==> src/assert_macros.svh <==
// Assertion macros shared by the assigner RTL.
// No dependencies; included by the files that check their own logic.
`ifndef ASSERT_MACROS_SVH
`define ASSERT_MACROS_SVH

// Check a property on the rising edge, off while reset is asserted.
`define ASSERT_CLK(lbl, clk, rst_n, prop, msg) \
    lbl: assert property (@(posedge clk) disable iff (!rst_n) prop) else $error(msg);

// Check that a condition never holds on the rising edge.
`define ASSERT_NEVER(lbl, clk, rst_n, cond, msg) \
    lbl: assert property (@(posedge clk) disable iff (!rst_n) !(cond)) else $error(msg);

`endif

==> src/llwa_pkg.sv <==
// Shared types and constants for the least-loaded weighted assigner.
// No dependencies; imported by llwa_cfg and the top level.
package llwa_pkg;

    typedef enum logic [2:0] {
        ST_CLEAR,
        ST_IDLE,
        ST_SCAN,
        ST_DRAIN,
        ST_DECIDE,
        ST_RD_WORKER,
        ST_WRITE,
        ST_DONE
    } state_t;

    typedef logic [1:0] status_t;

    localparam status_t STATUS_OK        = 2'd0;
    localparam status_t STATUS_NOT_FOUND = 2'd1;
    localparam status_t STATUS_FULL      = 2'd2;

    localparam logic OP_ADD    = 1'b0;
    localparam logic OP_REMOVE = 1'b1;

    localparam logic       REG_WORKERS_IN_USE = 1'b0;
    localparam logic [3:0] WORKERS_RESET      = 4'd8;

endpackage

==> src/llwa_cfg.sv <==
// APB register block holding workers_in_use and the clamped worker count.
// Depends on llwa_pkg.
module llwa_cfg
    import llwa_pkg::*;
#(
    parameter int MAX_WORKERS = 8
)
(
    input  logic        clk,
    input  logic        rst_n,
    input  logic        psel,
    input  logic        penable,
    input  logic        pwrite,
    input  logic [2:0]  paddr,
    input  logic [31:0] pwdata,
    output logic [31:0] prdata,
    output logic        pready,
    output logic [7:0]  active_workers
);

    localparam logic [7:0] MAXW_C = 8'(MAX_WORKERS);

    logic [3:0] workers_reg;
    logic [3:0] workers_next;
    logic       reg_sel;
    logic [7:0] cfg_wide;

    assign pready  = 1'b1;
    assign reg_sel = (paddr[2] == REG_WORKERS_IN_USE);

    always_comb
    begin
        workers_next = workers_reg;
        if (psel && penable && pwrite && pready && reg_sel)
        begin
            workers_next = pwdata[3:0];
        end
    end

    always_ff @(posedge clk or negedge rst_n)
    begin
        if (!rst_n)
        begin
            workers_reg <= WORKERS_RESET;
        end
        else
        begin
            workers_reg <= workers_next;
        end
    end

    assign prdata   = reg_sel ? {28'd0, workers_reg} : 32'd0;
    assign cfg_wide = {4'd0, workers_reg};

    always_comb
    begin
        if (workers_reg == 4'd0)
        begin
            active_workers = 8'd1;
        end
        else if (cfg_wide > MAXW_C)
        begin
            active_workers = MAXW_C;
        end
        else
        begin
            active_workers = cfg_wide;
        end
    end

endmodule

==> config.mk <==
export PLATFORM = sky130hd
export DESIGN_NAME = llwa_cfg
export DESIGN_NICKNAME = d
export VERILOG_FILES = /design/src/assert_macros.svh /design/src/llwa_pkg.sv /design/src/llwa_cfg.sv
export SDC_FILE = /design/constraint.sdc
export NUM_CORES = 1
export LEC_CHECK = 0
export BUFFER_PORTS_ARGS = -buffer_cell sky130_fd_sc_hd__buf_2
export CORE_MARGIN = 4
export CORE_UTILIZATION = 29
export DETAILED_ROUTE_END_ITERATION = 7
export GPL_TIMING_DRIVEN = 0
export PLACE_DENSITY = 0.83
export SYNTH_ARGS = -nofsm -noshare
export SYNTH_HDL_FRONTEND = slang
export SYNTH_SLANG_ARGS = --single-unit
==> constraint.sdc <==
create_clock -name clk -period 1.7 [get_ports clk]
set_input_delay 0.255 -clock clk [delete_from_list [all_inputs] [get_ports clk]]
set_output_delay 0.255 -clock clk [all_outputs]
set_load 0.01 [all_outputs]
# Word-level counts from Yosys, hierarchy flattened
# Cells that the tools add are included.
totals:
  mem_bits_ro: 0
  reg_bits: 4
  ramBits: 0
  elab_cells: 10
  mem_count: 0
  inputBits: 40
  latch_bits: 0
classes:
  multipliers: 0
  n_eq_ne: 0
  n_bitwise: 1
  shift: 0
  muxes: 3
  div_mod_pow: 0
  n_reduce_logical: 4
  n_lt_le_gt_ge: 1
  add_sub_neg: 0
op_table:
  columns: ["operator", "n"]
  rows:
  - ["4-bit 2-to-1 mux", 2]
  - ["8-bit 2-to-1 mux", 1]
  - ["4-bit > comparator (second input constant)", 1]
  - ["4-bit logical NOT", 1]
  - ["1-bit logical AND", 3]
  - ["1-bit NOT", 1]

# Longest topological paths before layout
# Gate-level depths: netlist (run 1).
depth:
  ltp_word: 3
  ltp_mapped: 2

# Least setup slack after synthesis (run 1)
# No wires, ideal clock.
synth_path:
  path_kind: "register -> output"
  from: "register workers_reg[2]"
  to: "output port active_workers[0]"
  arrival_time_ns: 0.732
  stages_incl_launch_ff: 3
  slack_ns: 0.713
  cell_sequence: "dfrtp_1 -> o21ba_2 -> nor2_1"
synth_between:
  elab_chain_cells: 3
synth_lines:
  columns: ["item", "line_no", "rtl"]
  rows:
  - ["start, declared", "llwa_cfg.sv:23", "logic [3:0] workers_reg;"]
  - ["start signal, assigned", "llwa_cfg.sv:48", "workers_reg <= workers_next;"]
  - ["4-bit > comparator", "llwa_cfg.sv:61", "else if (cfg_wide > MAXW_C)"]
  - ["4-bit 2-to-1 mux", "llwa_cfg.sv:61", null]
  - ["8-bit 2-to-1 mux *", "llwa_cfg.sv:57", "if (workers_reg == 4'd0)"]
  - ["end, declared", "llwa_cfg.sv:18", "output logic [7:0] active_workers"]
# Every way passes the cells marked *; elsewhere a longest branch is shown, timed or not.

# Final worst setup path (run 1)
# Ends and elaborated chain as after synthesis.

==> flow_summary_export.csv, run 1 <==
group,metric,value,unit
synth,yosys.cell_types.count,11,
placement,place_ws,0.609,ns
route,vias,379,
sta,fin_worst_skew,0,ns
power_and_ir_drop,switching_power,161,uW
sta,min_period_over_period,0.782,
clocking,cts_setup_buffers,0,
route,ant_nets,0,
sta,timing.setup.tns,0,ns
power_and_ir_drop,p_leak,0.000489,uW
placement,gp_congestion,0.716,
clocking,cts_buffer_depth,2,
sta,clock.fmax,752,MHz
floorplan,io_pins,81,
setup_path,cpPeakStageDelay,0.39,ns
finish,areaGrowthSynthToFinish,52.6,%
power_and_ir_drop,ir_worst_vdd,0.000283,V
global_route,grt_pass1_wl,1.51,mm
setup_path,path_buf_inv,1,
finish,nets,147,
setup_path,path_cells,"o21ba_2 > nor2_1 > buf_2",
clocking,path_clk_slew,0.04,ns
route,drcViolationCount,0,
floorplan,num_rows,14,
clocking,cts.sinks,4,
sta,whs,0.249,ns
sta,period_minus_slack,1.33,ns
route,drtIter0Drc,1,
finish,final_cell_mix,"33 x buf_4, 33 x conb_1, 17 x buf_2",
finish,drive_gt1_frac,0.604,
synth,syn_area,490,sq um
sta,slew_violations,0,
hold_path,hold_path_class,"input pin to flop",
synth,syn_avg_cell_area,9.25,sq um
floorplan,die_w,49.1,um
sta,final_hold_viol_count,0,
synth,yosysSeqAreaShare,0.207,
global_route,grt_max_degree,7,
finish,antenna_cells,0,
setup_path,crit_slowest_cell,"dfrtp_1",
clocking,cts.repair.resized,0,
setup_path,worst_setup_path_start_kind,"flop",
power_and_ir_drop,power_frac_comb,0.446,
power_and_ir_drop,switching_share,0.326,
clocking,clkLatencyLatePin,0.24,ns
finish,largest_reg_flops,4,
route,viasPerCell,3.11,
floorplan,die_y,49.1,um
status,status,"completed",
sta,rsz0062_at_grt,"false",
clocking,cts_buffers,3,
placement,dp.cells,117,
floorplan,floorplan.initialDensity,0.315,
power_and_ir_drop,pwr-share-clk,0.268,
placement,numPortBuffers,17,
synth,synth_seq_cells,4,
clocking,cts_tree,"yes",
finish,final_cell_count_no_fill,122,
global_route,grt_usage,0.0834,
floorplan,die-area,2410,sq um
global_route,antenna_found_initial,0,
setup_path,worst_setup_path_end_kind,"output pin",
synth,syn_inst,53,
setup_path,cp_max_fo,4,
floorplan,core_area,1560,sq um
sta,setup_ws,0.370,ns
power_and_ir_drop,p_int,333,uW
power_and_ir_drop,powerDensity,660,nW/um^2
clocking,holdBufCountCts,1,
route,wire_per_inst,7.86,um
setup_path,path_class,"flop to output pin",
setup_path,cp.arrival,1.07,ns
clocking,cts_max_level,1,
global_route,grt-ovfl-total,0,
global_route,grt_pass1_vias,352,
route,dr.pass1.iters,2,
synth,ys.warnings.count,0,
clocking,cts_root_buf,"clkbuf_4",
route,routed_wl,959,um
sta,final-setup-viol-count,0,
flow_run,maxCapViolCount,0,
power_and_ir_drop,seqPwrFrac,0.286,
setup_path,crit_family,"flip-flops",
setup_path,cp_data_required_time,1.44,ns
==> cell families after synthesis <==
group | after synthesis | synth area share
buf+inv | 34 | 0.513
simple gates | 8 | 0.153
flops | 4 | 0.207
mux | 4 | 0.0918
other cells | 2 | 0.0153
compound gates | 1 | 0.0204
==> layout make-up <==
type                    instances  area (sq um)
plain buffers                  34           251
fillers                       162           811
multi-input cells              46           254
flip-flops and latches          4           101
well taps                      16          20.0
clock buffers                   4          26.3
repair buffers                 18          95.1
==> metrics by stage <==
stage	instance area (sq um)	util	power, uW
global route	748	0.480	539
finish	748	0.480	494
floorplan	607	-	300
detailed placement	712	0.457	358
CTS	748	0.480	496
global placement	712	0.457	354
==> power groups by stage <==
stage                     registers (uW)  clock network (uW)  logic, uW
final                                141                 132        220
after global routing                 146                 149        244
after CTS                            142                 137        217
after detailed placement             143                   0        215
after global placement               141                   0        213
after floorplan                      136                   0        164
==> metal layers <==
| layer | share of wire | GRT usage | vias up |
|---|---|---|---|
| li1 | - | - | 203 |
| met4 | 0 | 0.0711 | 0 |
| met2 | 0.48 | 0.127 | 32 |
| met1 | 0.32 | 0.0720 | 144 |
| met3 | 0.20 | 0.0612 | 0 |
| met5 | 0 | 0 | - |
==> Yosys cell counts <==
library cell,number,area (sq um)
buf_4,33,248
and2b_2,4,35.0
mux2_2,4,45.0
dfrtp_1,3,75.1
conb_1,2,7.51
nor2b_1,2,12.5
clkbuf_1,1,3.75
dfstp_2,1,26.3
nand4b_4,1,23.8
nor2_1,1,3.75
o21ba_2,1,10.0
==> worst paths after layout <==
path / from / endpoint / slack, ns / depth (start not counted)
worst max-delay path: workers_reg[2]$_DFFE_PN0P_ / active_workers[0] / 0.37 / 3
worst min-delay path: pwdata[1] / workers_reg[1]$_DFFE_PN0P_ / 0.25 / 2
worst max register to register: workers_reg[1]$_DFFE_PN0P_ / workers_reg[1]$_DFFE_PN0P_ / 0.92 / 1
worst min register to register: workers_reg[0]$_DFFE_PN0P_ / workers_reg[0]$_DFFE_PN0P_ / 0.54 / 1
max in group asynchronous: rst_n / workers_reg[3]$_DFFE_PN1P_ / 1.14 / 2
min in group asynchronous: rst_n / workers_reg[0]$_DFFE_PN0P_ / 0.35 / 2
Note: power is estimated with default switching activity, not from simulation.
==> run 2: changes to the inputs <==
CORE_UTILIZATION = 24   (was 29)
PLACE_DENSITY = 0.73   (was 0.83)
clock period = 1.2 ns   (was 1.7 ns; I/O delays follow)
==> flow_summary_export.csv, run 2 (synthesized netlist as in run 1, its figures left out) <==
group,metric,value,unit
hold_path,hold_path_class,"input pin to flop",
finish,largest_reg_flops,4,
finish,final_cell_mix,"35 x buf_4, 33 x conb_1, 16 x buf_2",
route,vias,398,
placement,place_ws,0.204,ns
setup_path,cp_data_required_time,1.02,ns
setup_path,worst_setup_path_start_kind,"flop",
setup_path,crit_family,"flip-flops",
floorplan,die_y,53.2,um
clocking,clkLatencyLatePin,0.24,ns
clocking,cts_root_buf,"clkbuf_4",
placement,gp_congestion,0.724,
route,dr.pass1.iters,1,
global_route,grt-ovfl-total,0,
power_and_ir_drop,finalPower,723,uW
sta,timing.setup.tns,-0.0485,ns
sta,period_minus_slack,1.22,ns
sta,final-setup-viol-count,2,
clocking,cts_tree,"yes",
global_route,grt_usage,0.0719,
power_and_ir_drop,powerDensity,923,nW/um^2
setup_path,crit_slowest_cell,"dfrtp_1",
clocking,path_clk_slew,0.04,ns
finish,mostFrequentLayoutCell,"buf_4",
sta,min_period_over_period,1.02,
floorplan,die-area,2830,sq um
floorplan,io_pins,81,
clocking,cts_buffer_depth,2,
route,wire_per_inst,7.43,um
setup_path,path_buf_inv,1,
clocking,cts_buffers,3,
sta,slew_violations,0,
status,status,"finished with violations",
finish,drive_gt1_frac,0.611,
route,drcViolationCount,0,
setup_path,worst_setup_path_end_kind,"output pin",
sta,setup_ws,-0.0247,ns
route,ant_nets,0,
setup_path,cpPeakStageDelay,0.39,ns
finish,n_fill_cell,209,
sta,clock.fmax,817,MHz
global_route,grt_pass1_vias,324,
finish,areaGrowthSynthToFinish,59.7,%
finish,final_area,783,sq um
setup_path,cp_max_fo,4,
global_route,antenna_found_initial,0,
status,violations,"setup timing",
power_and_ir_drop,p_leak,0.000500,uW
setup_path,path_cells,"o21ba_2 > nor2_1 > buf_2",
route,routed_wl,1.00,mm
placement,numPortBuffers,17,
route,viasPerCell,2.95,
floorplan,floorplan.initialDensity,0.253,
sta,rsz0062_at_grt,"true",
finish,post-route-util,0.403,
global_route,grt_max_degree,7,
setup_path,cp.arrival,1.04,ns
clocking,cts_max_level,1,
floorplan,num_rows,16,
power_and_ir_drop,ir_worst_vdd,0.000368,V
floorplan,core_area,1940,sq um
floorplan,die_w,53.2,um
finish,nets,149,
finish,antenna_cells,0,
global_route,grt_pass1_wl,1.32,mm
sta,fin_worst_skew,0,ns
flow_run,maxCapViolCount,0,
route,drtIter0Drc,0,
sta,final_hold_viol_count,0,
placement,post_dp_cell_area,726,sq um
setup_path,path_class,"flop to output pin",
clocking,cts.sinks,4,
run 2: changes by cell type in the layout (fill, tap and decap cells not counted):
cell / change
buf_4: +2
buf_2: -1
buf_6: +1
run 2: worst paths after layout:
path / start / endpoint / slack (ns) / cells after the start
worst max-delay path: workers_reg[1]$_DFFE_PN0P_ / active_workers[0] / -0.02 / 3
worst min-delay path: pwdata[1] / workers_reg[1]$_DFFE_PN0P_ / 0.18 / 2
worst max register to register: workers_reg[1]$_DFFE_PN0P_ / workers_reg[1]$_DFFE_PN0P_ / 0.30 / 2
worst min register to register: workers_reg[0]$_DFFE_PN0P_ / workers_reg[0]$_DFFE_PN0P_ / 0.53 / 1
max in group asynchronous: rst_n / workers_reg[3]$_DFFE_PN1P_ / 0.72 / 2
min in group asynchronous: rst_n / workers_reg[1]$_DFFE_PN0P_ / 0.27 / 2
run 2: per-layer routing:
layer	vias up	GRT usage	wire length [um]
li1	207	-	-
met1	153	0.0561	271
met2	34	0.110	443
met3	4	0.0507	254
met4	0	0.0766	33
met5	-	0	0
run 2: stage by stage:
stage / hold WS [ns] / instances
floorplan: -0.116 / 84
global placement: -0.0162 / 128
detailed placement: -0.0145 / 128
CTS: 0.172 / 134
global route: 0.186 / 135
finish: 0.178 / 135
run 2: report_power, final:
| part | total [uW] | internal (uW) | switching [uW] |
|---|---|---|---|
| combinational | 343 | 198 | 146 |
| sequential | 198 | 172 | 26.8 |
| clock | 181 | 125 | 56.4 |
| total | 723 | 494 | 229 |
run 2: repair_timing:
| item | 4_1_cts | 5_1_grt |
|---|---|---|
| endpoints found under the hold margin | 4 | 0 |
| hold buffers | 1 | 0 |
| resized for setup | 1 | 0 |
| buffers inserted | 1 | 1 |
| endpoints found under the setup margin | 2 | 4 |
run 2: final cells by class:
type                    count  area (sq um)  share of cell area
well taps                  27          33.8              0.0431
repair buffers             20           116               0.149
multi-input cells          46           254               0.324
flip-flops and latches      4           101               0.129
clock buffers               4          26.3              0.0335
plain buffers              34           251               0.321
==> run 3: changes to the inputs <==
ABC_AREA = 1   (was unset)
==> flow_summary_export.csv, run 3 <==
group,metric,value,unit
clocking,cts_buffers,3,
synth,yosysSeqAreaShare,0.207,
floorplan,die-area,2830,sq um
global_route,grt-ovfl-total,0,
setup_path,cp_max_fo,6,
sta,clock.fmax,808,MHz
power_and_ir_drop,p_leak,0.000528,uW
sta,rsz0062_at_grt,"true",
finish,largest_reg_flops,4,
setup_path,path_cells,"inv_2 > nor2_2 > buf_2",
global_route,grt_usage,0.0566,
clocking,cts.sinks,4,
route,wire_per_inst,6.38,um
route,viasPerCell,3.05,
finish,mostFrequentLayoutCell,"buf_4",
synth,syn_avg_cell_area,7.11,sq um
synth,yosysMostFrequentCell,"buf_4",
global_route,grt_max_degree,7,
sta,final-setup-viol-count,1,
power_and_ir_drop,powerDensity,889,nW/um^2
placement,gp_congestion,0.606,
setup_path,cp_data_required_time,1.02,ns
global_route,grt_pass1_wl,1.11,mm
sta,slew_violations,0,
hold_path,hp-start,"pwdata[3]",
clocking,path_clk_slew,0.04,ns
floorplan,die_y,53.2,um
floorplan,die_w,53.2,um
status,status,"finished with violations",
finish,post-route-util,0.401,
global_route,antenna_found_initial,0,
route,drtIter0Drc,9,
setup_path,cpPeakStageDelay,0.57,ns
finish,areaGrowthSynthToFinish,58.9,%
finish,drive_gt1_frac,0.500,
power_and_ir_drop,ir_worst_vdd,0.000384,V
placement,numPortBuffers,17,
clocking,cts_max_level,1,
synth,syn_area,490,sq um
global_route,grt_pass1_vias,288,
setup_path,r2r-start,"workers_reg[3]$_DFFE_PN1P_",
setup_path,path_class,"flop to output pin",
placement,place_ws,0.208,ns
sta,final_hold_viol_count,0,
synth,ys_dominant_reg_cell,"dfrtp_1",
sta,period_minus_slack,1.24,ns
route,ant_nets,0,
clocking,cts_buffer_depth,2,
synth,synth_top_cell_area_share,0.505,
sta,setup_ws,-0.0376,ns
synth,synth_top_cells_by_area,"buf_4 51%, dfrtp_1 15%, nand2_1 6.9%",
setup_path,cp.arrival,1.06,ns
finish,final_cell_mix,"35 x buf_4, 33 x conb_1, 17 x buf_2",
sta,min_period_over_period,1.03,
route,routed_wl,963,um
synth,synth_commonest_cells,"33 x buf_4, 9 x nand2_1, 7 x nor2_1",
finish,n_fill_cell,201,
setup_path,crit_slowest_cell,"dfstp_2",
synth,yosys.cell_types.count,12,
synth,syn_inst,69,
synth,synth_edf_count,0,
setup_path,worst_setup_path_end_kind,"output pin",
synth,synth_seq_cells,4,
synth,ys.warnings.count,0,
finish,regArea,101,sq um
hold_path,hold_path_class,"input pin to flop",
finish,antenna_cells,0,
synth,yosysTopAreaCell,"buf_4",
clocking,clkLatencyLatePin,0.24,ns
floorplan,core_area,1940,sq um
flow_run,maxCapViolCount,0,
status,violations,"setup timing",
floorplan,io_pins,81,
setup_path,worst_setup_path_start_kind,"flop",
clocking,cts_tree,"yes",
finish,multi_input_area,234,sq um
floorplan,num_rows,16,
route,dr.pass1.iters,4,
power_and_ir_drop,finalPower,693,uW
sta,fin_worst_skew,0,ns
finish,nets,165,
setup_path,startpoint,"workers_reg[3]$_DFFE_PN1P_",
route,vias,460,
clocking,cts_root_buf,"clkbuf_4",
route,drcViolationCount,0,
synth,synthArstFlopShare,1.00,
floorplan,floorplan.initialDensity,0.253,
-- run 3: worst max-delay path, delay by kind of cell, from the launching register on --
| kind | cells | cell delay [ns] |
|---|---|---|
| AND/OR/NAND/NOR | 1 | 0.08 |
| buffers and inverters | 2 | 0.17 |
| flip-flops | 1 | 0.57 |
-- run 3: final timing paths --
check	end	slack, ns	cells past startpoint
worst min-delay path	workers_reg[3]$_DFFE_PN1P_	0.17	3
worst min register to register	workers_reg[3]$_DFFE_PN1P_	0.51	2
worst max-delay path	prdata[3]	-0.04	3
min in group asynchronous	workers_reg[1]$_DFFE_PN0P_	0.28	2
worst max register to register	workers_reg[3]$_DFFE_PN1P_	0.45	2
max in group asynchronous	workers_reg[3]$_DFFE_PN1P_	0.71	2
-- run 3: per-stage QoR --
| stage | hold WS, ns | instances | area [sq um] | setup TNS, ns |
|---|---|---|---|---|
| after global placement | -0.0175 | 144 | 726 | 0 |
| after detailed placement | -0.0150 | 144 | 726 | 0 |
| after CTS | 0.176 | 149 | 762 | -0.0438 |
| after floorplan | -0.116 | 100 | 607 | 0 |
| after global routing | 0.190 | 151 | 779 | -0.203 |
| final | 0.175 | 151 | 779 | -0.0376 |
-- run 3: cell type report --
cell class,count,area share
plain buffers,34,0.323
multi-input cells,56,0.300
repair buffers,20,0.141
flip-flops and latches,4,0.130
well taps,27,0.0433
clock buffers,4,0.0337
inverters,6,0.0289
-- run 3: repair_timing --
item	in CTS	in global routing
pin swaps	0	2
hold endpoints to repair	4	0
resized for setup	0	4
hold buffers	1	0
endpoints found under the setup margin	2	5
buffers inserted	0	2
-- run 3: power by group --
group | internal, uW | switching [uW]
logic | 157 | 158
registers | 166 | 26.0
clock network | 125 | 60.2
total | 448 | 245
-- run 3: cell families after synthesis --
group,share of synthesized area
buf+inv,0.559
flops,0.207
compound gates,0.0102
other cells,0.0153
simple gates,0.209
-- run 3: routing by layer --
metal	routed length, um	vias to the layer above	GRT usage
met3	200	2	0.0197
met5	0	-	0
met4	13	0	0.0511
met2	382	41	0.0755
met1	367	170	0.0694
li1	-	247	-
